`src/decimal_fixed_point_parser_macros.svh`:
```
// assertion macros for the decimal fixed-point parser
// no dependencies
`ifndef DECIMAL_FIXED_POINT_PARSER_MACROS_SVH
`define DECIMAL_FIXED_POINT_PARSER_MACROS_SVH
// implication checked on every clock unless reset is low
`define DFP_ASSERT_IMP(lbl, clk, rst_n, pre, post) \
    lbl: assert property (@(posedge clk) disable iff (!rst_n) (pre) |-> (post)) \
        else $error("assertion failed");
// next-cycle implication
`define DFP_ASSERT_NXT(lbl, clk, rst_n, pre, post) \
    lbl: assert property (@(posedge clk) disable iff (!rst_n) (pre) |=> (post)) \
        else $error("assertion failed");
`endif

```
`src/dfpp_pkg.sv`:
```
// shared types and constants of the decimal fixed-point parser
// no dependencies
package dfpp_pkg;
    localparam int COUNTER_BITS_DEF = 16;
    localparam int MAG_W = 60;
    localparam int AMT_W = 61;
    localparam int QUEUE_DEPTH = 2;
    localparam logic [MAG_W-1:0] MAG_LIMIT = 60'd999999999999999999;
    localparam logic [MAG_W-1:0] MAG_TENTH = 60'd99999999999999999;
    localparam logic [4:0] DP_RESET = 5'd8;

    // character codes of the grammar
    localparam logic [7:0] CH_MINUS = 8'h2d;
    localparam logic [7:0] CH_PLUS  = 8'h2b;
    localparam logic [7:0] CH_POINT = 8'h2e;
    localparam logic [7:0] CH_ZERO  = 8'h30;
    localparam logic [7:0] CH_NINE  = 8'h39;
    localparam logic [7:0] CH_E_LO  = 8'h65;
    localparam logic [7:0] CH_E_UP  = 8'h45;

    typedef enum logic [3:0] {
        PH_START, PH_SIGN, PH_INT, PH_ZERO, PH_POINT,
        PH_FRAC, PH_EXP_MARK, PH_EXP_SIGN, PH_EXP
    } t_phase;

    // classified action handed from front to back
    typedef enum logic [2:0] {
        OP_NONE, OP_MANT, OP_FRAC, OP_EXP, OP_FAIL
    } t_op;

    typedef enum logic [2:0] {
        BK_IDLE, BK_STEP, BK_MUL, BK_FIN, BK_CHECK, BK_SCALE, BK_OUT
    } t_bstate;

    typedef struct packed {
        t_op        op;
        logic [3:0] digit;
        logic       neg;
        logic       exp_neg;
        logic       last;
        logic       ok_end;
    } t_cmd;

    // largest magnitude that stays in range after k multiplies by ten
    function automatic logic [MAG_W-1:0] scale_limit(input logic [4:0] k);
        logic [MAG_W-1:0] v;
        case (k)
            5'd0:    v = 60'd999999999999999999;
            5'd1:    v = 60'd99999999999999999;
            5'd2:    v = 60'd9999999999999999;
            5'd3:    v = 60'd999999999999999;
            5'd4:    v = 60'd99999999999999;
            5'd5:    v = 60'd9999999999999;
            5'd6:    v = 60'd999999999999;
            5'd7:    v = 60'd99999999999;
            5'd8:    v = 60'd9999999999;
            5'd9:    v = 60'd999999999;
            5'd10:   v = 60'd99999999;
            5'd11:   v = 60'd9999999;
            5'd12:   v = 60'd999999;
            5'd13:   v = 60'd99999;
            5'd14:   v = 60'd9999;
            5'd15:   v = 60'd999;
            5'd16:   v = 60'd99;
            5'd17:   v = 60'd9;
            default: v = 60'd0;
        endcase
        return v;
    endfunction
endpackage

```
`src/dfpp_front.sv`:
```
// front: grammar tracking and classification of each character beat
// depends on dfpp_pkg
module dfpp_front import dfpp_pkg::*; (
    input  logic   i_clk,
    input  logic   i_rst_n,
    input  logic   i_valid,
    output logic   o_ready,
    input  logic [7:0] i_char,
    input  logic   i_has,
    input  logic   i_last,
    output logic   o_push,
    output t_cmd   o_cmd,
    input  logic   i_full
);
    t_phase r_phase, n_phase;
    logic r_neg, n_neg, r_eneg, n_eneg, r_fail, n_fail;
    logic dig, bad;
    t_op  op;

    assign o_ready = !i_full;
    assign o_push  = i_valid && !i_full;
    assign dig = i_char >= CH_ZERO && i_char <= CH_NINE;

    // grammar step
    always_comb begin
        n_phase = r_phase; n_neg = r_neg; n_eneg = r_eneg;
        bad = 1'b0; op = OP_NONE;
        unique case (r_phase)
            PH_START, PH_SIGN: begin
                if (r_phase == PH_START && i_char == CH_MINUS) begin
                    n_neg = 1'b1; n_phase = PH_SIGN;
                end else if (i_char == CH_ZERO) n_phase = PH_ZERO;
                else if (dig) begin n_phase = PH_INT; op = OP_MANT; end
                else bad = 1'b1;
            end
            PH_INT, PH_ZERO: begin
                if (r_phase == PH_INT && dig) op = OP_MANT;
                else if (i_char == CH_POINT) n_phase = PH_POINT;
                else if (i_char == CH_E_LO || i_char == CH_E_UP) n_phase = PH_EXP_MARK;
                else bad = 1'b1;
            end
            PH_POINT: begin
                if (dig) begin n_phase = PH_FRAC; op = OP_FRAC; end
                else bad = 1'b1;
            end
            PH_FRAC: begin
                if (dig) op = OP_FRAC;
                else if (i_char == CH_E_LO || i_char == CH_E_UP) n_phase = PH_EXP_MARK;
                else bad = 1'b1;
            end
            PH_EXP_MARK, PH_EXP_SIGN, PH_EXP: begin
                if (r_phase == PH_EXP_MARK && i_char == CH_PLUS) n_phase = PH_EXP_SIGN;
                else if (r_phase == PH_EXP_MARK && i_char == CH_MINUS) begin
                    n_eneg = 1'b1; n_phase = PH_EXP_SIGN;
                end else if (dig) begin n_phase = PH_EXP; op = OP_EXP; end
                else bad = 1'b1;
            end
            default: bad = 1'b1;
        endcase
        if (!i_has || r_fail) begin
            n_phase = r_phase; n_neg = r_neg; n_eneg = r_eneg; op = OP_NONE; bad = 1'b0;
        end
        n_fail = r_fail || bad;
        if (bad) op = OP_FAIL;
    end

    // command to the queue
    always_comb begin
        o_cmd.op      = op;
        o_cmd.digit   = i_char[3:0];
        o_cmd.neg     = n_neg;
        o_cmd.exp_neg = n_eneg;
        o_cmd.last    = i_last;
        o_cmd.ok_end  = !n_fail && (n_phase == PH_INT || n_phase == PH_ZERO ||
                        n_phase == PH_FRAC || n_phase == PH_EXP);
    end

    always_ff @(posedge i_clk) begin
        if (!i_rst_n) begin
            r_phase <= PH_START; r_neg <= 1'b0; r_eneg <= 1'b0; r_fail <= 1'b0;
        end else if (o_push) begin
            if (i_last) begin
                r_phase <= PH_START; r_neg <= 1'b0; r_eneg <= 1'b0; r_fail <= 1'b0;
            end else begin
                r_phase <= n_phase; r_neg <= n_neg; r_eneg <= n_eneg; r_fail <= n_fail;
            end
        end
    end
endmodule

```
`config.mk`:
```
export PLATFORM = sky130hd
export DESIGN_NAME = dfpp_front
export DESIGN_NICKNAME = d
export VERILOG_FILES = /design/src/decimal_fixed_point_parser_macros.svh /design/src/dfpp_pkg.sv /design/src/dfpp_front.sv
export SDC_FILE = /design/constraint.sdc
export NUM_CORES = 1
export LEC_CHECK = 0
export ABC_AREA = 1
export BUFFER_PORTS_ARGS = -buffer_cell sky130_fd_sc_hd__buf_2
export CAP_MARGIN = 0
export CORE_ASPECT_RATIO = 1.2
export CORE_MARGIN = 3
export CORE_UTILIZATION = 55
export DETAILED_ROUTE_END_ITERATION = 10
export GPL_TIMING_DRIVEN = 0
export PLACE_DENSITY_LB_ADDON = 0.25
export SYNTH_ARGS = -nofsm -noshare
export SYNTH_HDL_FRONTEND = slang
export SYNTH_SLANG_ARGS = --single-unit
```
`constraint.sdc`:
```
create_clock -name i_clk -period 3 [get_ports i_clk]
set_input_delay 0.6 -clock i_clk [delete_from_list [all_inputs] [get_ports i_clk]]
set_output_delay 0.6 -clock i_clk [all_outputs]
set_load 0.05 [all_outputs]
```
==> key figures <==
Status
  – Status: finished clean

Timing
  – Fmax: 0.362 GHz
  – Final-report setup violation count: 0
  – Period Utilization, post-route: 92.1%
  – Fin. max-slew vios: 0
  – RSZ-0062 raised after global routing: no
  – Hold violation count in the final report: 0
  – Slew @ Worst Pin: about 0.37 ns
  – PnR worst setup slack: between 0.2 and 0.25 ns
  – Setup Total Neg Slack: 0 ns
  – Clock Skews: just under 0.004 ns
  – Normalized max-slew margin: 75.2%
  – Clock period minus worst slack: 2.76 ns

Pwr
  – Max VDD drop: 225 µV
  – LEAKAGE: 0.642 nW
  – PD cells: around 250 nW/µm²

Synth
  – Post-Synth Adder-Cell Area: 0%
  – Synth Area in Compound Gates: 13.6%
  – Cell taking the most area after synthesis: nand2_1
  – Share of the synthesized area in the top cell type: 22.0%
  – Synthesis Warnings: 0
  – Seq/Total Area, Yosys: 15.0%
  – Synth cell types: 24
  – Avg Inst Size Synth: around 5.4 µm²
  – Mux contribution to synthesized area: 0%
  – Syn Nets: approximately 190
  – Mapped cell area: 937 µm²
  – Simple-gate share of the synthesized area: between 50% and 60%
  – Flops & latches, synth: 7
  – Synth Instances: 174
  – Post-Synth XOR/XNOR Area: 0%
  – Area contributors post-synth: nand2_1 (22%), dfxtp_1 (15%), inv_1 (10%), nand3_1 (6.9%), buf_4 (6.4%)
  – Largest family of logic cells by synthesized area: simple AND/OR/NAND/NOR gates

Critical path
  – Slowest stage delay, CP: 0.27 ns
  – Slowest-stage cell, CP: nor3_2
  – CP startpoint kind: primary input
  – Critical path peak fanout: 6
  – FF-to-FF Start: r_phase[1]$_SDFFE_PN0P_
  – CP Data Arrival Time: 2.16 ns
  – R2R Setup Slk: about 1.4 ns
  – Worst endpoint required time: 2.40 ns
  – CP Class: primary input to primary output
  – CP Capture Type: primary output
  – CP cell instances: buf_2 -> inv_1 -> nand2_2 -> nor3_2 -> nand2_1 -> nand2_1 -> inv_1 -> o21ai_2 -> nand2_2 -> a21oi_2 -> nand2_1 -> a21oi_2 -> clkbuf_4
  – CP top delay family: simple AND/OR/NAND/NOR gates
  – RR Endpoint: r_phase[0]$_SDFFE_PN0P_
  – Worst path bufs/invs: 4
  – Most common cell on crit path: nand2_1
  – FF-to-FF path depth: 12

Global route
  – Remaining Overflow, GRT: 0
  – Largest net degree at the start of global routing: 9
  – GRT Total Usage: 22.7%
  – Initial antenna violation count: 0
  – Vias in the first global route: 1012
  – First-pass GRT wire length: 3990 µm

Floorplan
  – Floorplan row count: 15
  – Core Area: 1520 µm²
  – Die Y: around 50 µm
  – Die area: 2240 µm²
  – Die width: 43.7 µm
  – Initial core utilization: 61.6%
  – I/O pins: 27

Routing
  – DR WL/cell: 10.0 µm
  – Routed WL: roughly 2200 µm
  – Drt via density: 5.03
  – Via count: 1111
  – Drt pass-1 iters: 4
  – DRT iter0 DRCs: 18
  – # DRC: 0
  – ANT nets after route: 0

Clock tree
  – Clock buffer depth: 2
  – CTS tree: done
  – Post-CTS setup buffers: 0
  – Clock Sinks: 7
  – H-tree depth: 1
  – Worst skew pair latency: 0.25 ns
  – Clock slew seen by the registers of the worst setup and hold paths: around 0.050 ns
  – CTS Buf Count: 3
  – Root Buffer Master: clkbuf_4

Placed design
  – Port Buffers: 26
  – Placed Area: between 1000 and 1500 µm²
  – Pre-CTS setup slack: 0.217 ns
  – Gpl congestion: 0.852
  – Final HPWL DP: ~1900 µm
  – Placed Cells: around 220

Final layout
  – Share of layout cells above drive strength 1: 31.9%
  – Fin area: between 1000 and 1500 µm²
  – Area delta synth->final: 19.2%
  – Antenna fix cells: 0
  – # nets final: 219
  – Fin cells: 221

Hold path
  – Hold EP: r_eneg$_SDFFE_PN0P_
  – Hold_sp: r_eneg$_SDFFE_PN0P_
  – Hold Path Class: flip-flop to flip-flop
  – Cell depth of the worst hold path: 2

Flow run
  – Max-cap violations: 0
## tightest hold or removal path, cell delays in order (launching register included)
cell	delay (ns)
dfxtp_1	0.31
nand2_1	0.06
a211oi_1	0.06
## cell type report
type,count,area [µm²]
plain buffers,8,60.1
flip-flops and latches,7,140
multi-input cells,126,613
clock buffers,4,26.3
inverters,33,124
fillers,143,403
well taps,17,21.3
repair buffers,26,133
## kinds of logic (layout without fill, tap and decap cells)
family	count (synthesis)	count (layout)
and+or+nand+nor	105	105
AOI/OAI and AO/OA	21	21
buffers and inverters	41	71
DFF	7	7
## worst max path at each step
stage | startpoint | end | slack [ns] | cells past startpoint
after floorplan | i_char[7] | o_cmd[9] | 0.17 | 15
after global placement | i_char[7] | o_cmd[0] | 0.25 | 17
after detailed placement | i_char[7] | o_cmd[0] | 0.22 | 17
after CTS | i_char[1] | o_cmd[0] | 0.22 | 13
after global routing | i_char[7] | o_cmd[0] | 0.01 | 17
final | i_char[1] | o_cmd[0] | 0.24 | 13
## timing repair
action                     CTS  global route
resized for setup            0             1
setup endpoints to repair    0             1
hold buffers                 0             0
## power by group
part,total (mW),switching (mW),leakage (nW),internal (mW)
Clock,0.0827,0.0322,0.0150,0.0506
Sequential,0.0948,0.000891,0.0564,0.0939
Combinational,0.103,0.0706,0.570,0.0323
Total,0.280,0.104,0.642,0.177
## cells in the final DEF, fill, tap and decap left out, drive strengths merged
master,count
nand2,64
inv,33
buf,33
nor2,20
nand3,15
o21ai,9
a21oi,9
dfxtp,7
clkbuf,5
nor3,4
nand3b,1
o211ai,1
o21bai,1
and3,1
a211oi,1
## through the flow
stage                     hold slack (ns)  utilization (%)  power (mW)
after CTS                           0.483             73.3       0.282
after detailed placement            0.475             71.6       0.199
after global placement              0.466             71.6       0.197
after global routing                0.505             73.5       0.298
final                               0.481             73.5       0.280
after floorplan                     0.453                -       0.172
## registers in the layout (all words and copies together) (netlist names)
| signal | cells |
|---|---|
| r_phase | 4 |
| r_eneg | 1 |
| r_fail | 1 |
| r_neg | 1 |
## cell usage after synthesis
cell,instances
a211oi_1,1
a21oi_1,6
a21oi_2,3
and3_1,1
buf_4,8
dfxtp_1,7
inv_1,26
inv_2,7
nand2_1,55
nand2_2,8
nand2_4,1
nand3_1,13
nand3_2,2
nand3b_2,1
nor2_1,16
nor2_2,3
nor2_4,1
nor3_1,3
nor3_2,1
o211ai_1,1
o21ai_0,6
o21ai_1,2
o21ai_2,1
o21bai_1,1
## per-layer routing
layer  routed length (µm)  track usage, %
met2                 1090            37.9
met5                    0               0
met1                  943            28.9
met3                  135            2.11
met4                   42            10.1
No activity file was read; power rests on OpenSTA's default activity.
