$ cat src/decimal_fixed_point_parser_macros.svh
// assertion macros for the decimal fixed-point parser
// no dependencies
`ifndef DECIMAL_FIXED_POINT_PARSER_MACROS_SVH
`define DECIMAL_FIXED_POINT_PARSER_MACROS_SVH
// implication checked on every clock unless reset is low
`define DFP_ASSERT_IMP(lbl, clk, rst_n, pre, post) \
    lbl: assert property (@(posedge clk) disable iff (!rst_n) (pre) |-> (post)) \
        else $error("assertion failed");
// next-cycle implication
`define DFP_ASSERT_NXT(lbl, clk, rst_n, pre, post) \
    lbl: assert property (@(posedge clk) disable iff (!rst_n) (pre) |=> (post)) \
        else $error("assertion failed");
`endif

$ cat src/dfpp_pkg.sv
// shared types and constants of the decimal fixed-point parser
// no dependencies
package dfpp_pkg;
    localparam int COUNTER_BITS_DEF = 16;
    localparam int MAG_W = 60;
    localparam int AMT_W = 61;
    localparam int QUEUE_DEPTH = 2;
    localparam logic [MAG_W-1:0] MAG_LIMIT = 60'd999999999999999999;
    localparam logic [MAG_W-1:0] MAG_TENTH = 60'd99999999999999999;
    localparam logic [4:0] DP_RESET = 5'd8;

    // character codes of the grammar
    localparam logic [7:0] CH_MINUS = 8'h2d;
    localparam logic [7:0] CH_PLUS  = 8'h2b;
    localparam logic [7:0] CH_POINT = 8'h2e;
    localparam logic [7:0] CH_ZERO  = 8'h30;
    localparam logic [7:0] CH_NINE  = 8'h39;
    localparam logic [7:0] CH_E_LO  = 8'h65;
    localparam logic [7:0] CH_E_UP  = 8'h45;

    typedef enum logic [3:0] {
        PH_START, PH_SIGN, PH_INT, PH_ZERO, PH_POINT,
        PH_FRAC, PH_EXP_MARK, PH_EXP_SIGN, PH_EXP
    } t_phase;

    // classified action handed from front to back
    typedef enum logic [2:0] {
        OP_NONE, OP_MANT, OP_FRAC, OP_EXP, OP_FAIL
    } t_op;

    typedef enum logic [2:0] {
        BK_IDLE, BK_STEP, BK_MUL, BK_FIN, BK_CHECK, BK_SCALE, BK_OUT
    } t_bstate;

    typedef struct packed {
        t_op        op;
        logic [3:0] digit;
        logic       neg;
        logic       exp_neg;
        logic       last;
        logic       ok_end;
    } t_cmd;

    // largest magnitude that stays in range after k multiplies by ten
    function automatic logic [MAG_W-1:0] scale_limit(input logic [4:0] k);
        logic [MAG_W-1:0] v;
        case (k)
            5'd0:    v = 60'd999999999999999999;
            5'd1:    v = 60'd99999999999999999;
            5'd2:    v = 60'd9999999999999999;
            5'd3:    v = 60'd999999999999999;
            5'd4:    v = 60'd99999999999999;
            5'd5:    v = 60'd9999999999999;
            5'd6:    v = 60'd999999999999;
            5'd7:    v = 60'd99999999999;
            5'd8:    v = 60'd9999999999;
            5'd9:    v = 60'd999999999;
            5'd10:   v = 60'd99999999;
            5'd11:   v = 60'd9999999;
            5'd12:   v = 60'd999999;
            5'd13:   v = 60'd99999;
            5'd14:   v = 60'd9999;
            5'd15:   v = 60'd999;
            5'd16:   v = 60'd99;
            5'd17:   v = 60'd9;
            default: v = 60'd0;
        endcase
        return v;
    endfunction
endpackage

$ cat src/dfpp_back.sv
// back: mantissa, counters and exponent arithmetic, final scaling
// depends on dfpp_pkg and the macros header
`include "decimal_fixed_point_parser_macros.svh"
module dfpp_back import dfpp_pkg::*; #(
    parameter int COUNTER_BITS = COUNTER_BITS_DEF
) (
    input  logic i_clk,
    input  logic i_rst_n,
    input  logic [4:0] i_dp,
    input  logic i_empty,
    input  t_cmd i_cmd,
    output logic o_pop,
    output logic o_valid,
    input  logic i_ready,
    output logic o_valid_res,
    output logic [AMT_W-1:0] o_amount
);
    localparam logic [COUNTER_BITS-1:0] CMAX = '1;
    t_bstate r_st, n_st;
    logic [MAG_W-1:0] r_mag, r_emag;
    logic [COUNTER_BITS-1:0] r_tz, r_fd;
    logic r_fail;
    t_op r_op;
    logic [3:0] r_dig;
    logic r_last, r_okend, r_neg, r_eneg;
    logic [4:0] r_cnt;
    logic signed [63:0] r_scale;
    logic r_vres;
    logic [AMT_W-1:0] r_amt;
    logic [4:0] steps;
    logic is_mant, mant_bad, frac_bad, step_bad, need_mul, scale_bad;
    logic [MAG_W-1:0] mag_x10, emag_next;
    logic signed [63:0] sc;

    // number of multiplies by ten pending for a nonzero digit
    assign steps = (r_tz >= COUNTER_BITS'(18)) ? 5'd19 : 5'(r_tz + 1'b1);
    assign mag_x10 = {r_mag[MAG_W-4:0], 3'b000} + {r_mag[MAG_W-2:0], 1'b0};
    assign emag_next = {r_emag[MAG_W-4:0], 3'b000} + {r_emag[MAG_W-2:0], 1'b0}
                     + 60'(r_dig);

    // error checks of the current command
    assign is_mant  = r_op == OP_MANT || r_op == OP_FRAC;
    assign mant_bad = (r_dig == 4'd0) ? (r_tz == CMAX) : (r_mag > scale_limit(steps));
    assign frac_bad = (r_op == OP_FRAC) && (r_fd == CMAX);
    assign step_bad = (r_op == OP_FAIL) || (is_mant && (mant_bad || frac_bad)) ||
                      (r_op == OP_EXP && r_emag > MAG_TENTH);
    assign need_mul = is_mant && r_dig != 4'd0 && r_mag != '0 && !step_bad && !r_fail;

    // final scale and range test
    assign sc = (r_eneg ? -$signed({4'd0, r_emag}) : $signed({4'd0, r_emag}))
              - $signed(64'(r_fd)) + $signed(64'(r_tz)) + $signed(64'(i_dp));
    assign scale_bad = !r_okend || r_fail || r_scale < 0 || r_scale >= 64'sd18 ||
                       r_mag > scale_limit(r_scale[4:0]);

    assign o_valid_res = r_vres;
    assign o_amount = r_amt;

    // next state
    always_comb begin
        n_st = r_st;
        unique case (r_st)
            BK_IDLE:  if (!i_empty) n_st = BK_STEP;
            BK_STEP: begin
                if (need_mul) n_st = BK_MUL;
                else if (r_last) n_st = BK_FIN;
                else n_st = BK_IDLE;
            end
            BK_MUL:   if (r_cnt == 5'd0) n_st = r_last ? BK_FIN : BK_IDLE;
            BK_FIN:   n_st = BK_CHECK;
            BK_CHECK: n_st = scale_bad ? BK_OUT : BK_SCALE;
            BK_SCALE: if (r_cnt == 5'd0) n_st = BK_OUT;
            BK_OUT:   if (i_ready) n_st = BK_IDLE;
            default:  n_st = BK_IDLE;
        endcase
    end

    // state outputs
    always_comb begin
        o_pop = 1'b0;
        o_valid = 1'b0;
        unique case (r_st)
            BK_IDLE: o_pop = !i_empty;
            BK_OUT:  o_valid = 1'b1;
            default: ;
        endcase
    end

    always_ff @(posedge i_clk) begin
        if (!i_rst_n) r_st <= BK_IDLE;
        else r_st <= n_st;
    end

    // datapath
    always_ff @(posedge i_clk) begin
        if (!i_rst_n) begin
            r_mag <= '0; r_emag <= '0; r_tz <= '0; r_fd <= '0; r_fail <= 1'b0;
            r_op <= OP_NONE; r_dig <= '0; r_last <= 1'b0; r_okend <= 1'b0;
            r_neg <= 1'b0; r_eneg <= 1'b0; r_cnt <= '0; r_scale <= '0;
            r_vres <= 1'b0; r_amt <= '0;
        end else begin
            case (r_st)
                BK_IDLE: if (!i_empty) begin
                    r_op <= i_cmd.op; r_dig <= i_cmd.digit; r_last <= i_cmd.last;
                    r_okend <= i_cmd.ok_end; r_neg <= i_cmd.neg; r_eneg <= i_cmd.exp_neg;
                end
                BK_STEP: if (!r_fail) begin
                    if (step_bad) r_fail <= 1'b1;
                    else if (is_mant) begin
                        if (r_dig == 4'd0) r_tz <= r_tz + 1'b1;
                        else if (r_mag == '0) begin
                            r_mag <= 60'(r_dig); r_tz <= '0;
                        end else r_cnt <= steps;
                        if (r_op == OP_FRAC) r_fd <= r_fd + 1'b1;
                    end else if (r_op == OP_EXP) r_emag <= emag_next;
                end
                // repeated multiply by ten, then the digit
                BK_MUL: begin
                    if (r_cnt != 5'd0) begin
                        r_mag <= mag_x10; r_cnt <= r_cnt - 1'b1;
                    end else begin
                        r_mag <= r_mag + 60'(r_dig); r_tz <= '0;
                    end
                end
                BK_FIN: r_scale <= sc;
                BK_CHECK: begin
                    r_cnt <= r_scale[4:0]; r_vres <= 1'b0; r_amt <= '0;
                end
                BK_SCALE: begin
                    if (r_cnt != 5'd0) begin
                        r_mag <= mag_x10; r_cnt <= r_cnt - 1'b1;
                    end else begin
                        r_vres <= 1'b1;
                        r_amt <= r_neg ? -{1'b0, r_mag} : {1'b0, r_mag};
                    end
                end
                BK_OUT: if (i_ready) begin
                    r_mag <= '0; r_emag <= '0; r_tz <= '0; r_fd <= '0; r_fail <= 1'b0;
                end
                default: ;
            endcase
        end
    end

    `DFP_ASSERT_IMP(a_inv_zero, i_clk, i_rst_n, o_valid && !o_valid_res, o_amount == '0)
    `DFP_ASSERT_IMP(a_no_pop_busy, i_clk, i_rst_n, r_st != BK_IDLE, !o_pop)
    `DFP_ASSERT_NXT(a_out_hold, i_clk, i_rst_n, o_valid && !i_ready, o_valid && $stable(o_amount))
endmodule

$ cat config.mk
export PLATFORM = sky130hd
export DESIGN_NAME = dfpp_back
export DESIGN_NICKNAME = d
export VERILOG_FILES = /design/src/dfpp_pkg.sv /design/src/dfpp_back.sv
export VERILOG_INCLUDE_DIRS = /design/src /design/src/src
export SDC_FILE = /design/constraint.sdc
export NUM_CORES = 2
export LEC_CHECK = 0
export ABC_CLOCK_PERIOD_IN_PS = 18800
export CAP_MARGIN = 40
export CELL_PAD_IN_SITES_DETAIL_PLACEMENT = 1
export CELL_PAD_IN_SITES_GLOBAL_PLACEMENT = 1
export CORE_ASPECT_RATIO = 0.9
export CORE_MARGIN = 2
export CORE_UTILIZATION = 50
export DETAILED_ROUTE_END_ITERATION = 8
export DONT_BUFFER_PORTS = 1
export MAX_ROUTING_LAYER = met4
export PLACE_DENSITY = 0.9
export SYNTH_ARGS = -nofsm -noshare
export SYNTH_HDL_FRONTEND = slang
export SYNTH_SLANG_ARGS = --single-unit
$ cat constraint.sdc
create_clock -name i_clk -period 18.8 [get_ports i_clk]
set_clock_uncertainty 0.15 [all_clocks]
set_input_delay 3.76 -clock i_clk [delete_from_list [all_inputs] [get_ports i_clk]]
set_output_delay 3.76 -clock i_clk [all_outputs]
set_load 0.02 [all_outputs]
==> summary.md <==
| Metric | Value |
|---|---|
| Status | `finished, final reports clean` |
| Initial DRC count | `3175` |
| Die W | `279 um` |
| Cell Rows | `90` |
| Via density | `6.78` |
| Worst-Skew Late Latency | `0.61 ns` |
| Critical path class | `input pin to output port` |
| Full die area | `70000 um^2` |
| Placed Cells | `5247` |
| Register area share after synthesis | `20.6%` |
| Final setup vio count | `0` |
| M1 wire length | `56800 um` |
| Post_cts resized | `0` |
| RR Endpoint | `r_mag[35]` |
| RSZ-0062 raised after global routing | `no` |
| Final min period | `8.67 ns` |
| Fraction of layout cells with a size suffix above 1 | `4.58%` |
| CP startpoint | `i_empty` |
| Worst Setup Start Kind | `input pin` |
| Area growth, synth to finish | `6.28%` |
| Synth Flop Type | `dfxtp_1` |
| Worst-path maximum fanout | `12` |
| CTS tree | `built` |
| Slew headroom | `29.6%` |
| Synthesized instance count | `4572` |
| Final instance area | `36100 um^2` |
| Met3 wire length | `11800 um` |
| CTS clk-pin slew, worst paths | `0.06 ns` |
| Crit-path cells | `nor2_1 -> nand2_1 -> inv_1` |
| Delay-heaviest family, CP | `buffers and inverters` |
| Post-synth top cells | `a21oi_1 (453), nand2_1 (437), ha_1 (433), nor2_1 (389), dfxtp_1 (349)` |
| Yosys reg bits | `349` |
| Async set-reset flop share out of synthesis | `0%` |
| R2R Setup Slk | `10.52 ns` |
| Most frequent cell after synthesis | `a21oi_1` |
| Leakage | `16.6 nW` |
| FF-to-FF Start | `r_tz[0]` |
| 1st-pass router iterations | `5` |
| Met2 wire length | `59100 um` |
| Overall power | `1.98 mW` |
| Fmax achieved | `115 MHz` |
| Fin. Hold Viols | `0` |
| Max-cap violation count | `0` |
| Worst r2r path cells | `22` |
| Largest net degree at the start of global routing | `130` |
| Global-route wire length before repair | `209000 um` |
| Non-Filler Instances | `5336` |
| DRC errors left | `0` |
| Placed inst area | `34600 um^2` |
| Clk root buf | `clkbuf_16` |
| Final nets | `4898` |
| CP required | `14.89 ns` |
| GRT overflow | `0` |
| Placement Setup Slack | `10.11 ns` |
| Critical path endpoint category | `output port` |
| Slew Limit Fails | `0` |
| Slowest cell delay on critical path | `0.64 ns` |
| Total Neg Setup Slack | `0 ns` |
| Least-Margin Pin Slew | `1.05 ns` |
| Routed Antenna Nets | `0` |
| GRT Resource Usage Total | `38.0%` |
| Synth cell types | `95` |
| Period utilization | `46.1%` |
| Crit path to | `o_pop` |
| Synth warn | `0` |
| Area fraction of the dominant cell type after synthesis | `20.6%` |
| Clk buf depth | `3` |
| Levels on crit path | `3` |
| Min-delay worst type | `register to register` |
| Utilization after layout | `53.7%` |
| Post-CTS setup buffers | `0` |
| Cell taking the most area after synthesis | `dfxtp_1` |
| IO Count | `84` |
| DR top layer | `met4` |
| Synthesized area per cell | `7.42 um^2` |
| Drt wl/cell | `24.9 um` |
| Crit path buffers/inverters | `1` |
| Hold_buf cts | `0` |
| Post-DP HPWL | `97200 um` |
| Mapped Nets | `5050` |
| DR vias | `36200` |
| Total length of routed wires | `133000 um` |
| Clock buffer count from CTS | `43` |
| Port buffer count | `0` |
| Initial antenna violation count | `7` |
| Number of global-route vias before repair | `36200` |
| Gpl congestion | `0.991` |
| Slowest CP cell | `inv_1` |
| CP arrival | `4.76 ns` |
| Worst vdd ir | `0.0000540 V` |
| CTS sink count | `349` |
| Final worst slack | `10.13 ns` |
| Core area | `67100 um^2` |
| Mapped cell area | `33900 um^2` |
| Synth top area cells | `dfxtp_1 (21%), ha_1 (16%), a21oi_1 (6.7%), nand2_1 (4.8%), o21ai_0 (4.6%)` |
| Pwr dens | `55.0 nW/um^2` |
| Initial Util | `50.6%` |
| H-tree lvl count | `2` |
| Post-synth EDFFs | `0` |
| Die height | `251 um` |
| Final Hold Slack | `0.310 ns` |
==> power breakdown <==
part	leakage [nW]	switching [mW]	total [mW]	internal (mW)
Sequential	2.82	0.0233	0.774	0.750
Clock	0.693	0.380	0.863	0.483
Combinational	13.1	0.239	0.348	0.109
==> area by class of cell <==
class	instances	area (um^2)
inverter	223	845
clock inverter	16	156
fill	8474	31000
sequential	349	6990
clock buffer	63	1260
antenna	8	20.0
multi-input combinational	3736	25100
timing repair buffer	67	557
tap	874	1090
==> logic make-up (layout without fill, tap and decap cells) <==
kind of cell    count (synthesis)  count (layout)  synth area share, %
simple gates                 1536            1536                 21.9
compound gates               1444            1444                 26.8
buf+inv                       487             369                 5.54
other cells                     0               8                    0
xor+xnor                      283             283                 7.30
flops                         349             349                 20.6
fa+ha+maj                     458             458                 17.4
mux                            15              15                0.442
==> worst min path at each step <==
stage           startpoint           to  slack (ns)  depth (start not counted)
6_report       r_scale[47]  r_scale[47]        0.31                          2
3_5_place_dp   r_scale[13]  r_scale[13]        0.30                          2
3_3_place_gp   r_scale[30]  r_scale[30]        0.28                          2
5_1_grt        r_scale[59]  r_scale[59]        0.33                          2
2_1_floorplan  r_scale[30]  r_scale[30]        0.28                          2
4_1_cts        r_scale[30]  r_scale[30]        0.31                          2
==> layout by cell type (no fill, tap or decap), drive strengths merged, types with 25 or more instances in the layout <==
| master | Yosys | final |
|---|---|---|
| or3 | 52 | 52 |
| fa | 25 | 25 |
| nor2 | 392 | 392 |
| nand3 | 155 | 155 |
| a21oi | 453 | 453 |
| nor3 | 85 | 85 |
| o211ai | 30 | 30 |
| nor2b | 33 | 33 |
| nand2 | 437 | 437 |
| a31oi | 95 | 95 |
| dfxtp | 349 | 349 |
| buf | 38 | 64 |
| nand2b | 37 | 37 |
| xor2 | 124 | 124 |
| o21a | 33 | 33 |
| o21bai | 33 | 33 |
| ha | 433 | 433 |
| o21ai | 321 | 321 |
| nor4 | 48 | 48 |
| and3 | 60 | 60 |
| clkbuf | 226 | 65 |
| a21o | 173 | 173 |
| and2 | 35 | 35 |
| a211oi | 33 | 33 |
| inv | 221 | 223 |
| xnor2 | 159 | 159 |
| nand4 | 107 | 107 |
| o31ai | 50 | 50 |
==> per-layer routing <==
metal  GRT usage [%]  up-vias
met5               -        -
met4            15.7        0
met3            7.00      351
met2            58.2     1594
met1            49.3    17900
li1                -    16300
==> tightest hold or removal path, delay by kind of cell, from the launching register on <==
kind | cells | cell delay, ns
AND/OR/NAND/NOR | 1 | 0.05
flip-flops | 1 | 0.31
AO/OA/AOI/OAI | 1 | 0.05
No activity file was read; power rests on OpenSTA's default activity.
