## src/decimal_fixed_point_parser_macros.svh

```systemverilog
// assertion macros for the decimal fixed-point parser
// no dependencies
`ifndef DECIMAL_FIXED_POINT_PARSER_MACROS_SVH
`define DECIMAL_FIXED_POINT_PARSER_MACROS_SVH
// implication checked on every clock unless reset is low
`define DFP_ASSERT_IMP(lbl, clk, rst_n, pre, post) \
    lbl: assert property (@(posedge clk) disable iff (!rst_n) (pre) |-> (post)) \
        else $error("assertion failed");
// next-cycle implication
`define DFP_ASSERT_NXT(lbl, clk, rst_n, pre, post) \
    lbl: assert property (@(posedge clk) disable iff (!rst_n) (pre) |=> (post)) \
        else $error("assertion failed");
`endif

```

## src/dfpp_pkg.sv

```systemverilog
// shared types and constants of the decimal fixed-point parser
// no dependencies
package dfpp_pkg;
    localparam int COUNTER_BITS_DEF = 16;
    localparam int MAG_W = 60;
    localparam int AMT_W = 61;
    localparam int QUEUE_DEPTH = 2;
    localparam logic [MAG_W-1:0] MAG_LIMIT = 60'd999999999999999999;
    localparam logic [MAG_W-1:0] MAG_TENTH = 60'd99999999999999999;
    localparam logic [4:0] DP_RESET = 5'd8;

    // character codes of the grammar
    localparam logic [7:0] CH_MINUS = 8'h2d;
    localparam logic [7:0] CH_PLUS  = 8'h2b;
    localparam logic [7:0] CH_POINT = 8'h2e;
    localparam logic [7:0] CH_ZERO  = 8'h30;
    localparam logic [7:0] CH_NINE  = 8'h39;
    localparam logic [7:0] CH_E_LO  = 8'h65;
    localparam logic [7:0] CH_E_UP  = 8'h45;

    typedef enum logic [3:0] {
        PH_START, PH_SIGN, PH_INT, PH_ZERO, PH_POINT,
        PH_FRAC, PH_EXP_MARK, PH_EXP_SIGN, PH_EXP
    } t_phase;

    // classified action handed from front to back
    typedef enum logic [2:0] {
        OP_NONE, OP_MANT, OP_FRAC, OP_EXP, OP_FAIL
    } t_op;

    typedef enum logic [2:0] {
        BK_IDLE, BK_STEP, BK_MUL, BK_FIN, BK_CHECK, BK_SCALE, BK_OUT
    } t_bstate;

    typedef struct packed {
        t_op        op;
        logic [3:0] digit;
        logic       neg;
        logic       exp_neg;
        logic       last;
        logic       ok_end;
    } t_cmd;

    // largest magnitude that stays in range after k multiplies by ten
    function automatic logic [MAG_W-1:0] scale_limit(input logic [4:0] k);
        logic [MAG_W-1:0] v;
        case (k)
            5'd0:    v = 60'd999999999999999999;
            5'd1:    v = 60'd99999999999999999;
            5'd2:    v = 60'd9999999999999999;
            5'd3:    v = 60'd999999999999999;
            5'd4:    v = 60'd99999999999999;
            5'd5:    v = 60'd9999999999999;
            5'd6:    v = 60'd999999999999;
            5'd7:    v = 60'd99999999999;
            5'd8:    v = 60'd9999999999;
            5'd9:    v = 60'd999999999;
            5'd10:   v = 60'd99999999;
            5'd11:   v = 60'd9999999;
            5'd12:   v = 60'd999999;
            5'd13:   v = 60'd99999;
            5'd14:   v = 60'd9999;
            5'd15:   v = 60'd999;
            5'd16:   v = 60'd99;
            5'd17:   v = 60'd9;
            default: v = 60'd0;
        endcase
        return v;
    endfunction
endpackage

```

## src/dfpp_queue.sv

```systemverilog
// small command fifo between front and back
// depends on dfpp_pkg
module dfpp_queue import dfpp_pkg::*; (
    input  logic i_clk,
    input  logic i_rst_n,
    input  logic i_push,
    input  t_cmd i_cmd,
    output logic o_full,
    output logic o_empty,
    input  logic i_pop,
    output t_cmd o_cmd
);
    localparam int AW = $clog2(QUEUE_DEPTH);
    t_cmd r_mem [QUEUE_DEPTH];
    logic [AW-1:0] r_wp, r_rp;
    logic [AW:0]   r_cnt;

    assign o_full  = r_cnt == (AW+1)'(QUEUE_DEPTH);
    assign o_empty = r_cnt == '0;
    assign o_cmd   = r_mem[r_rp];

    always_ff @(posedge i_clk) begin
        if (i_push) r_mem[r_wp] <= i_cmd;
    end

    // pointers and fill count
    always_ff @(posedge i_clk) begin
        if (!i_rst_n) begin
            r_wp <= '0; r_rp <= '0; r_cnt <= '0;
        end else begin
            if (i_push) r_wp <= r_wp + 1'b1;
            if (i_pop) r_rp <= r_rp + 1'b1;
            r_cnt <= r_cnt + (AW+1)'(i_push) - (AW+1)'(i_pop);
        end
    end
endmodule

```

## config.mk

```make
export PLATFORM = sky130hd
export DESIGN_NAME = dfpp_queue
export DESIGN_NICKNAME = d
export VERILOG_FILES = /design/src/decimal_fixed_point_parser_macros.svh /design/src/dfpp_pkg.sv /design/src/dfpp_queue.sv
export SDC_FILE = /design/constraint.sdc
export NUM_CORES = 1
export LEC_CHECK = 0
export BUFFER_PORTS_ARGS = -buffer_cell sky130_fd_sc_hd__buf_2
export CAP_MARGIN = 20
export CELL_PAD_IN_SITES_DETAIL_PLACEMENT = 1
export CELL_PAD_IN_SITES_GLOBAL_PLACEMENT = 1
export CORE_AREA = 8 8 59 61
export CTS_CLUSTER_DIAMETER = 50
export CTS_CLUSTER_SIZE = 25
export DETAILED_ROUTE_END_ITERATION = 16
export DIE_AREA = 0 0 67 69
export GPL_ROUTABILITY_DRIVEN = 0
export GPL_TIMING_DRIVEN = 0
export HOLD_SLACK_MARGIN = 0.03
export PLACE_DENSITY = 0.82
export SYNTH_ARGS = -nofsm -noshare
export SYNTH_HDL_FRONTEND = slang
export SYNTH_SLANG_ARGS = --single-unit
```

## constraint.sdc

```tcl
create_clock -name i_clk -period 1.55 [get_ports i_clk]
set_input_delay 0.3875 -clock i_clk [delete_from_list [all_inputs] [get_ports i_clk]]
set_output_delay 0.3875 -clock i_clk [all_outputs]
set_load 0.02 [all_outputs]
```

==> metrics.md, run 1 <==
| Metric | Value |
|---|---|
| Crit path capture type | `output port` |
| Cts hold-fix bufs | `0` |
| Crit-path max cell delay | `0.40 ns` |
| Largest area contributor in the netlist | `edfxtp_1` |
| Final setup TNS | `-1.278 ns` |
| Via count | `572` |
| Clock latency on the worst-skew pair | `0.31 ns` |
| Crit start category | `flip-flop` |
| Post-detail-place hpwl | `1336 um` |
| Vias/cell | `4.807` |
| Hold WC Path Type | `in -> reg` |
| Wirelength per Cell | `15.88 um` |
| Slew Limit Fails | `0` |
| DIE AREA | `4623 um^2` |
| CTS Buffer Depth | `2` |
| Global-route wire length before repair | `2773 um` |
| Register area share after synthesis | `74.78%` |
| Core area | `2615 um^2` |
| Number of distinct library cells after synthesis | `12` |
| Num CTS Buffers | `3` |
| Share of cells above drive strength 1 | `52.27%` |
| Horiz. Die Dim | `67 um` |
| # H-tree levels | `1` |
| Die height | `69 um` |
| Starting Density | `38.90%` |
| CP bufs+invs | `2` |
| Slew @ Worst Pin | `0.6071 ns` |
| Critical Path AT | `1.29 ns` |
| 1st-iter DRT viols | `8` |
| Final std cells w/o fill | `119` |
| Nets@finish | `106` |
| DRC | `0` |
| Worst Path Required | `1.16 ns` |
| FMAX | `595.6 MHz` |
| Initial antenna violation count | `0` |
| Diode count | `0` |
| Leakage power | `0.5668 nW` |
| Final instance area | `1374 um^2` |
| Total grt overflow | `0` |
| Final setup viols | `11` |
| Clk slew on worst S/H paths | `0.14 ns` |
| Share of the synthesized area in the top cell type | `64.94%` |
| Core Util, Final | `52.54%` |
| Drt first pass iters | `3` |
| Family with the most delay on the worst path | `flip-flops` |
| Fill cells | `275` |
| Number of buffers added on ports | `27` |
| Register bit total from synthesis | `27` |
| YS warnings | `0` |
| Clock sink count | `27` |
| RR Startpoint | `r_cnt[0]` |
| Minimum clock period | `1.679 ns` |
| CTS tree | `built` |
| Rows | `19` |
| Synthesized area per cell | `18.50 um^2` |
| Number of I/O pins | `28` |
| CP max-delay cell | `dfxtp_4` |
| Area delta synth->final | `35.06%` |
| Max-cap viol count | `0` |
| Vias in the first global route | `609` |
| Mapped Area | `1017 um^2` |
| Outcome | `finished, violations left` |
| Root Buffer | `clkbuf_4` |
| Final WL | `1890 um` |
| Largest net degree at the start of global routing | `15` |
| Hold path startpoint | `i_cmd[3]` |
| Placed Area | `1191 um^2` |
| Violated checks | `negative setup slack` |
| VDD IR max | `0.5422 mV` |
| Final period util | `108.3%` |
| Power Total | `1.495 mW` |
| Final Skew | `0.002270 ns` |
| Most common cell after layout, fill and taps aside | `edfxtp_1` |
| Final WS setup | `-0.1290 ns` |
| RSZ-0062 raised after global routing | `yes` |
| GR Util All Layers | `7.951%` |
| Detail Route Antenna Nets | `0` |
| Critical path type | `reg -> out` |
| Commonest non-fill, non-tap cells in the layout | `edfxtp_1, buf_2, mux2_4, buf_6` |
| Hold Violations, Final | `0` |
| Gate Count Post-Synth | `55` |
| Ranking of synthesized cells by area | `edfxtp_1, mux2_2, dfxtp_1` |
| Relative slew slack | `59.34%` |
| Power per standard cell area | `1088 nW/um^2` |
| Placed cells | `113` |
| Syn_nets | `72` |
| Crit Path Max Fanout | `5` |
| Cells along the critical path | `clkbuf_16 -> mux2_4 -> buf_6` |
[registers in the layout (all words and copies together), names as in the netlist, named ones only]
signal / count
r_cnt: 2
r_mem: 22
r_rp: 1
r_wp: 1
[repair_timing]
action	4_1_cts	5_1_grt
gates cloned	0	1
gates resized for setup	7	33
setup buffers	1	0
setup endpoints to repair	22	11
[cells in the mapped netlist]
| master | number |
|---|---|
| dfxtp_1 | 5 |
| nor2_1 | 1 |
| o21a_1 | 1 |
| xor2_1 | 1 |
| buf_4 | 1 |
| xnor3_1 | 1 |
| mux2_2 | 11 |
| and2_1 | 4 |
| inv_1 | 2 |
| ha_1 | 2 |
| nor2b_1 | 4 |
| edfxtp_1 | 22 |
[report_power, final]
group / leakage, nW / total [mW] / internal, mW / switching (mW)
registers: 0.249 / 0.861 / 0.836 / 0.0247
clock network: 0.0150 / 0.297 / 0.101 / 0.196
logic: 0.303 / 0.337 / 0.188 / 0.150
total: 0.567 / 1.49 / 1.12 / 0.371
[metrics by stage]
stage | worst slack [ns] | hold WS [ns]
2_1_floorplan | 0.1999 | 0.4864
3_3_place_gp | -0.1834 | 0.5701
3_5_place_dp | -0.2387 | 0.5759
4_1_cts | -0.1791 | 0.2386
5_1_grt | -0.1749 | 0.2290
6_report | -0.1290 | 0.2479
[routing by layer]
layer	GRT usage, %	wire [um]	vias to the layer above
li1	-	-	270
met1	8.488	712	277
met2	12.66	940	21
met3	3.554	204	4
met4	4.186	33	0
met5	0	0	-
[final timing paths]
path / endpoint / slack [ns] / depth (start not counted)
worst max-delay path: o_cmd[9] / -0.13 / 3
worst min-delay path: r_mem[1][3] / 0.25 / 1
worst max register to register: r_cnt[1] / 0.27 / 6
worst min register to register: flip-flop / 0.58 / 2
[cell families after synthesis]
family                   synth area share, %
flip-flops                             74.78
adder cells (fa/ha/maj)                2.460
AO/OA/AOI/OAI                         0.7383
AND/OR/NAND/NOR                        5.288
XOR/XNOR                               3.075
multiplexers                           12.18
buffers and inverters                  1.477
[area by class of cell]
| class | instances | area [um^2] | area share, % |
|---|---|---|---|
| Sequential cell | 27 | 764.5 | 55.65 |
| Buffer | 1 | 15.01 | 1.093 |
| Tap cell | 31 | 38.79 | 2.823 |
| Multi-Input combinational cell | 25 | 285.3 | 20.77 |
| Clock buffer | 4 | 26.28 | 1.913 |
| Timing Repair Buffer | 29 | 236.5 | 17.21 |
| Inverter | 2 | 7.507 | 0.5464 |
No activity file was read; power rests on OpenSTA's default activity.
==> run 2: changes to the inputs <==
CELL_PAD_IN_SITES_DETAIL_PLACEMENT = 0   (was 1)
CELL_PAD_IN_SITES_GLOBAL_PLACEMENT = 2   (was 1)
CORE_AREA = 8 8 63 65   (was 8 8 59 61)
DIE_AREA = 0 0 71 73   (was 0 0 67 69)
==> metrics.md, run 2 (same netlist as run 1, synthesis figures left out) <==
| Metric | Value |
|---|---|
| # H-tree levels | `1 (unchanged)` |
| Drt first pass iters | `4 (was 3)` |
| Clock latency on the worst-skew pair | `0.32 ns (was 0.31 ns)` |
| Detail Route Antenna Nets | `0 (unchanged)` |
| Total grt overflow | `0 (unchanged)` |
| Crit start category | `flip-flop (unchanged)` |
| Share of cells above drive strength 1 | `53.41% (was 52.27%)` |
| Hold WC Path Type | `in -> reg (unchanged)` |
| Final WS setup | `-0.1503 ns (was -0.1290 ns)` |
| Most common cell after layout, fill and taps aside | `edfxtp_1 (unchanged)` |
| Hold path cells | `1 (unchanged)` |
| Final instance area | `1378 um^2 (was 1374 um^2)` |
| Leakage power | `0.5696 nW (was 0.5668 nW)` |
| Critical path type | `reg -> out (unchanged)` |
| GR Util All Layers | `7.205% (was 7.951%)` |
| Num CTS Buffers | `3 (unchanged)` |
| Most Used Layer, Global Route | `met2 (unchanged)` |
| Minimum clock period | `1.700 ns (was 1.679 ns)` |
| CTS Buffer Depth | `2 (unchanged)` |
| Number of buffers added on ports | `27 (unchanged)` |
| Largest net degree at the start of global routing | `16 (was 15)` |
| R2R depth | `6 (unchanged)` |
| Commonest non-fill, non-tap cells in the layout | `edfxtp_1, buf_2, mux2_4, buf_6 (unchanged)` |
| Core Util, Final | `46.65% (was 52.54%)` |
| Area delta synth->final | `35.42% (was 35.06%)` |
| Final WL | `1894 um (was 1890 um)` |
| Crit path capture type | `output port (unchanged)` |
| Starting Density | `34.45% (was 38.90%)` |
| Met3 Use GR | `4.396% (was 3.554%)` |
| Global-route wire length before repair | `2780 um (was 2773 um)` |
| DRC | `0 (unchanged)` |
| Horiz. Die Dim | `71 um (was 67 um)` |
| Worst Path Required | `1.16 ns (about the same)` |
| DP Worst Slack | `-0.2184 ns (was -0.2387 ns)` |
| Die height | `73 um (was 69 um)` |
| RSZ-0062 raised after global routing | `yes (unchanged)` |
| Diode count | `0 (unchanged)` |
| Final Skew | `0.01036 ns (was 0.002270 ns)` |
| CTS tree | `built (unchanged)` |
| Fill cells | `275 (unchanged)` |
| Root Buffer | `clkbuf_4 (unchanged)` |
| Slew @ Worst Pin | `0.6251 ns (was 0.6071 ns)` |
| Clock sink count | `27 (unchanged)` |
| Clk slew on worst S/H paths | `0.14 ns (about the same)` |
| Core area | `2953 um^2 (was 2615 um^2)` |
| Outcome | `finished, violations left (unchanged)` |
| Relative slew slack | `58.14% (was 59.34%)` |
| Critical Path AT | `1.31 ns (was 1.29 ns)` |
| Hold Violations, Final | `0 (unchanged)` |
| Slew Limit Fails | `0 (unchanged)` |
| Placed Area | `1194 um^2 (was 1191 um^2)` |
| Power per standard cell area | `1081 nW/um^2 (was 1088 nW/um^2)` |
| Crit Path Max Fanout | `5 (unchanged)` |
| Violated checks | `negative setup slack (unchanged)` |
| Met1 Usage GRT | `7.218% (was 8.488%)` |
| VDD IR max | `0.4552 mV (was 0.5422 mV)` |
| Rows | `20 (was 19)` |
| Vias/cell | `4.471 (was 4.807)` |
| Number of I/O pins | `28 (unchanged)` |
| Initial antenna violation count | `0 (unchanged)` |
| Wirelength per Cell | `15.65 um (was 15.88 um)` |
| Vias in the first global route | `601 (was 609)` |
| DIE AREA | `5183 um^2 (was 4623 um^2)` |
| Largest register FFs | `22 (unchanged)` |
| 1st-iter DRT viols | `17 (was 8)` |
| Final setup viols | `11 (unchanged)` |
| Final period util | `109.7% (was 108.3%)` |
| Largest reg by FF count | `r_mem (unchanged)` |
| Top flop regs | `r_mem (22), r_cnt (2) (unchanged)` |
| Max-cap viol count | `0 (unchanged)` |
| Nets@finish | `106 (unchanged)` |
| Met2 Resource Use GR | `11.02% (was 12.66%)` |
| Via count | `541 (was 572)` |
| Post-detail-place hpwl | `1266 um (was 1336 um)` |
| FMAX | `588.1 MHz (was 595.6 MHz)` |
==> run 2: changes by cell type in the layout (fill, tap and decap cells not counted), sizes merged <==
| cell | change |
|---|---|
| clkinv | +1 |
| clkbuf | -1 |
==> run 2: area by class of cell <==
class | instances | area, um^2 | share of cell area (%)
flip-flops and latches | 27 | 764.5 | 55.50
multi-input cells | 25 | 285.3 | 20.71
repair buffers | 29 | 236.5 | 17.17
well taps | 33 | 41.29 | 2.997
clock buffers | 3 | 22.52 | 1.635
plain buffers | 1 | 15.01 | 1.090
inverters | 2 | 7.507 | 0.5450
clock inverters | 1 | 5.005 | 0.3633
==> run 2: per-layer routing <==
metal / routed length, um / vias up / part of all wire [%]
met1: 823 / 248 / 43
met4: 32 / 0 / 1.7
met3: 184 / 4 / 9.7
li1: - / 266 / -
met2: 854 / 23 / 45
met5: 0 / - / 0
==> run 2: timing repair <==
action	4_1_cts	5_1_grt
buffers inserted	1	0
hold buffers	0	0
pin swaps	0	0
setup endpoints to repair	22	11
endpoints found under the hold margin	0	0
gates resized for setup	9	29
cloned	0	1
==> run 2: final timing paths <==
check	from	to	slack, ns
setup reg to reg	r_cnt[0]	r_cnt[1]	0.30
hold reg to reg	r_rp	flip-flop	0.58
setup / recovery	flip-flop	o_cmd[5]	-0.15
hold / removal	i_cmd[5]	r_mem[0][5]	0.24
==> run 2: power by group <==
group,internal [mW],total (mW),switching [mW]
Combinational,0.188,0.337,0.149
Clock,0.0966,0.291,0.195
Sequential,0.836,0.861,0.0245
Total,1.12,1.49,0.368
==> run 2: worst max-delay path: stages, from the launching register on <==
cell and delay, ns:
dfxtp_4 0.40, clkbuf_16 0.15, mux2_4 0.30, buf_6 0.13
==> run 2: stage by stage <==
step / instances / power (mW) / hold slack (ns) / TNS, ns
after CTS: 120 / 1.442 / 0.2307 / -1.878
after global placement: 115 / 1.120 / 0.5701 / -2.141
after detailed placement: 115 / 1.130 / 0.5692 / -2.529
after global routing: 121 / 1.567 / 0.2136 / -2.115
after floorplan: 55 / 1.041 / 0.4864 / 0
final: 121 / 1.489 / 0.2419 / -1.443
==> run 3: changes to the inputs <==
PLACE_DENSITY = 0.78   (was 0.82)
==> metrics.md, run 3 (same netlist as run 1, synthesis figures left out) <==
| Metric | Value |
|---|---|
| RSZ-0062 raised after global routing | `yes (unchanged)` |
| Root Buffer | `clkbuf_4 (unchanged)` |
| CP max-delay cell | `dfxtp_4 (unchanged)` |
| Clock Power Share | `20.0% (was 19.6%)` |
| Number of I/O pins | `28 (unchanged)` |
| Reg2reg setup slack | `0.31 ns (was 0.30 ns)` |
| Final setup viols | `11 (unchanged)` |
| FMAX | `597.3 MHz (was 588.1 MHz)` |
| Via count | `564 (was 541)` |
| Detail Route Antenna Nets | `0 (unchanged)` |
| CTS tree | `built (unchanged)` |
| Drt first pass iters | `2 (was 4)` |
| Critical Path AT | `1.29 ns (was 1.31 ns)` |
| Seq pwr share | `57.9% (was 57.8%)` |
| Cts hold-fix bufs | `0 (unchanged)` |
| Violated checks | `negative setup slack (unchanged)` |
| Area delta synth->final | `34.32% (was 35.42%)` |
| Slew @ Worst Pin | `0.6118 ns (was 0.6251 ns)` |
| Num CTS Buffers | `3 (unchanged)` |
| Commonest non-fill, non-tap cells in the layout | `edfxtp_1, buf_2, buf_6 (was edfxtp_1, buf_2, mux2_4, buf_6)` |
| Crit path capture type | `output port (unchanged)` |
| Total grt overflow | `0 (unchanged)` |
| GR Util All Layers | `7.445% (was 7.205%)` |
| Sw Ratio | `24.84% (was 24.73%)` |
| Initial antenna violation count | `0 (unchanged)` |
| Cell Int Power | `1.116 mW (was 1.121 mW)` |
| Largest net degree at the start of global routing | `17 (was 16)` |
| Crit Path Max Fanout | `5 (unchanged)` |
| Clk slew on worst S/H paths | `0.14 ns (about the same)` |
| Clock latency on the worst-skew pair | `0.32 ns (about the same)` |
| Crit start category | `flip-flop (unchanged)` |
| CTS Buffer Depth | `2 (unchanged)` |
| Final period util | `108.0% (was 109.7%)` |
| Largest reg by FF count | `r_mem (unchanged)` |
| Die height | `73 um (unchanged)` |
| Final Skew | `0.006358 ns (was 0.01036 ns)` |
| Outcome | `finished, violations left (unchanged)` |
| Top flop regs | `r_mem (22), r_cnt (2) (unchanged)` |
| Crit path top cell by count | `buf_6` |
| Max-cap viol count | `0 (unchanged)` |
| Hold Violations, Final | `0 (unchanged)` |
| Worst Path Required | `1.16 ns (about the same)` |
| DP Worst Slack | `-0.2449 ns (was -0.2184 ns)` |
| Clock sink count | `27 (unchanged)` |
| Final WL | `1751 um (was 1894 um)` |
| DRC | `0 (unchanged)` |
| Slew Limit Fails | `0 (unchanged)` |
| Minimum clock period | `1.674 ns (was 1.700 ns)` |
| Starting Density | `34.45% (unchanged)` |
| Power per standard cell area | `1087 nW/um^2 (was 1081 nW/um^2)` |
| Setup crit end | `o_cmd[3] (was o_cmd[5])` |
| Share of cells above drive strength 1 | `53.41% (unchanged)` |
| Number of buffers added on ports | `27 (unchanged)` |
| # H-tree levels | `1 (unchanged)` |
| Smallest hold slack | `0.2436 ns (was 0.2419 ns)` |
| Nets@finish | `106 (unchanged)` |
| Vias in the first global route | `631 (was 601)` |
| Horiz. Die Dim | `71 um (unchanged)` |
| Vias/cell | `4.661 (was 4.471)` |
| Final std cells w/o fill | `121 (unchanged)` |
| Cells along the critical path | `buf_6 -> mux2_4 -> buf_6 (was clkbuf_16 -> mux2_4 -> buf_6)` |
| Final WS setup | `-0.1243 ns (was -0.1503 ns)` |
| Relative slew slack | `59.03% (was 58.14%)` |
| Critical path type | `reg -> out (unchanged)` |
| Post-detail-place hpwl | `1210 um (was 1266 um)` |
| Hold WC Path Type | `in -> reg (unchanged)` |
| Fill cells | `264 (was 275)` |
| Hold path cells | `1 (unchanged)` |
| Global-route wire length before repair | `2918 um (was 2780 um)` |
| R2R depth | `6 (unchanged)` |
| R2r endpoint | `r_cnt[1] (unchanged)` |
| RR Startpoint | `r_cnt[0] (unchanged)` |
| Switching power | `0.3688 mW (was 0.3681 mW)` |
| Core area | `2953 um^2 (unchanged)` |
| Leakage power | `0.5605 nW (was 0.5696 nW)` |
| Core Util, Final | `46.27% (was 46.65%)` |
| Power Total | `1.485 mW (was 1.489 mW)` |
| Most common cell after layout, fill and taps aside | `edfxtp_1 (unchanged)` |
| Crit-path max cell delay | `0.40 ns (about the same)` |
| 1st-iter DRT viols | `25 (was 17)` |
| Largest register FFs | `22 (unchanged)` |
| DIE AREA | `5183 um^2 (unchanged)` |
| VDD IR max | `0.5296 mV (was 0.4552 mV)` |
| Combinational power share | `22.1% (was 22.6%)` |
| Diode count | `0 (unchanged)` |
| Placed cells | `115 (unchanged)` |
| Wirelength per Cell | `14.47 um (was 15.65 um)` |
| Rows | `20 (unchanged)` |
-- run 3: changes by cell type in the layout (fill, tap and decap cells not counted), sizes merged --
cell / previous run / this run
clkinv: 1 / 0
clkinvlp: 0 / 1
clkbuf: 4 / 3
buf: 29 / 30
-- run 3: what timing repair did --
action | CTS | global route
gates resized for setup | 39 | 1
cloned | 1 | 0
buffers inserted | 1 | 0
setup endpoints to repair | 22 | 11
hold endpoints to repair | 0 | 0
-- run 3: per-stage QoR --
| step | instance area, um^2 | TNS [ns] |
|---|---|---|
| floorplan | 1017 | 0 |
| global placement | 1194 | -2.491 |
| detailed placement | 1194 | -2.835 |
| CTS | 1363 | -1.482 |
| global route | 1366 | -2.000 |
| finish | 1366 | -1.269 |
-- run 3: how the worst min path moves through the flow --
stage	slack, ns	from	end
final	0.24	i_cmd[8]	r_mem[1][8]
after global routing	0.20	i_cmd[2]	r_mem[1][2]
after CTS	0.23	i_cmd[10]	r_mem[1][10]
after detailed placement	0.58	r_rp	r_rp
after global placement	0.57	r_rp	r_rp
after floorplan	0.49	i_cmd[0]	r_mem[0][0]
-- run 3: final cells by class --
class | instances | area (um^2) | share of cell area, %
tap | 33 | 41.29 | 3.022
buffer | 1 | 15.01 | 1.099
timing repair buffer | 29 | 222.7 | 16.30
multi-input combinational | 25 | 285.3 | 20.88
sequential | 27 | 764.5 | 55.95
clock buffer | 3 | 22.52 | 1.648
inverter | 2 | 7.507 | 0.5495
clock inverter | 1 | 7.507 | 0.5495
-- run 3: worst max-delay path, delay by kind of cell, from the launching register on --
family | cells | cell delay [ns]
flops | 1 | 0.40
buf+inv | 2 | 0.27
mux | 1 | 0.31
-- run 3: routing by layer --
layer  routed length (um)  GRT usage (%)  vias to the layer above
met3                  154          4.670                        4
met5                    0              0                        -
met1                  783          8.299                      269
li1                     -              -                      268
met4                   20          2.771                        0
met2                  793          11.23                       23
-- run 3: power by group through the flow --
stage          Sequential [mW]  Combinational, mW  Clock [mW]
2_1_floorplan            0.867              0.174           0
3_3_place_gp             0.870              0.253           0
3_5_place_dp             0.872              0.258           0
4_1_cts                  0.859              0.334       0.315
5_1_grt                  0.864              0.356       0.353
6_report                 0.860              0.329       0.296
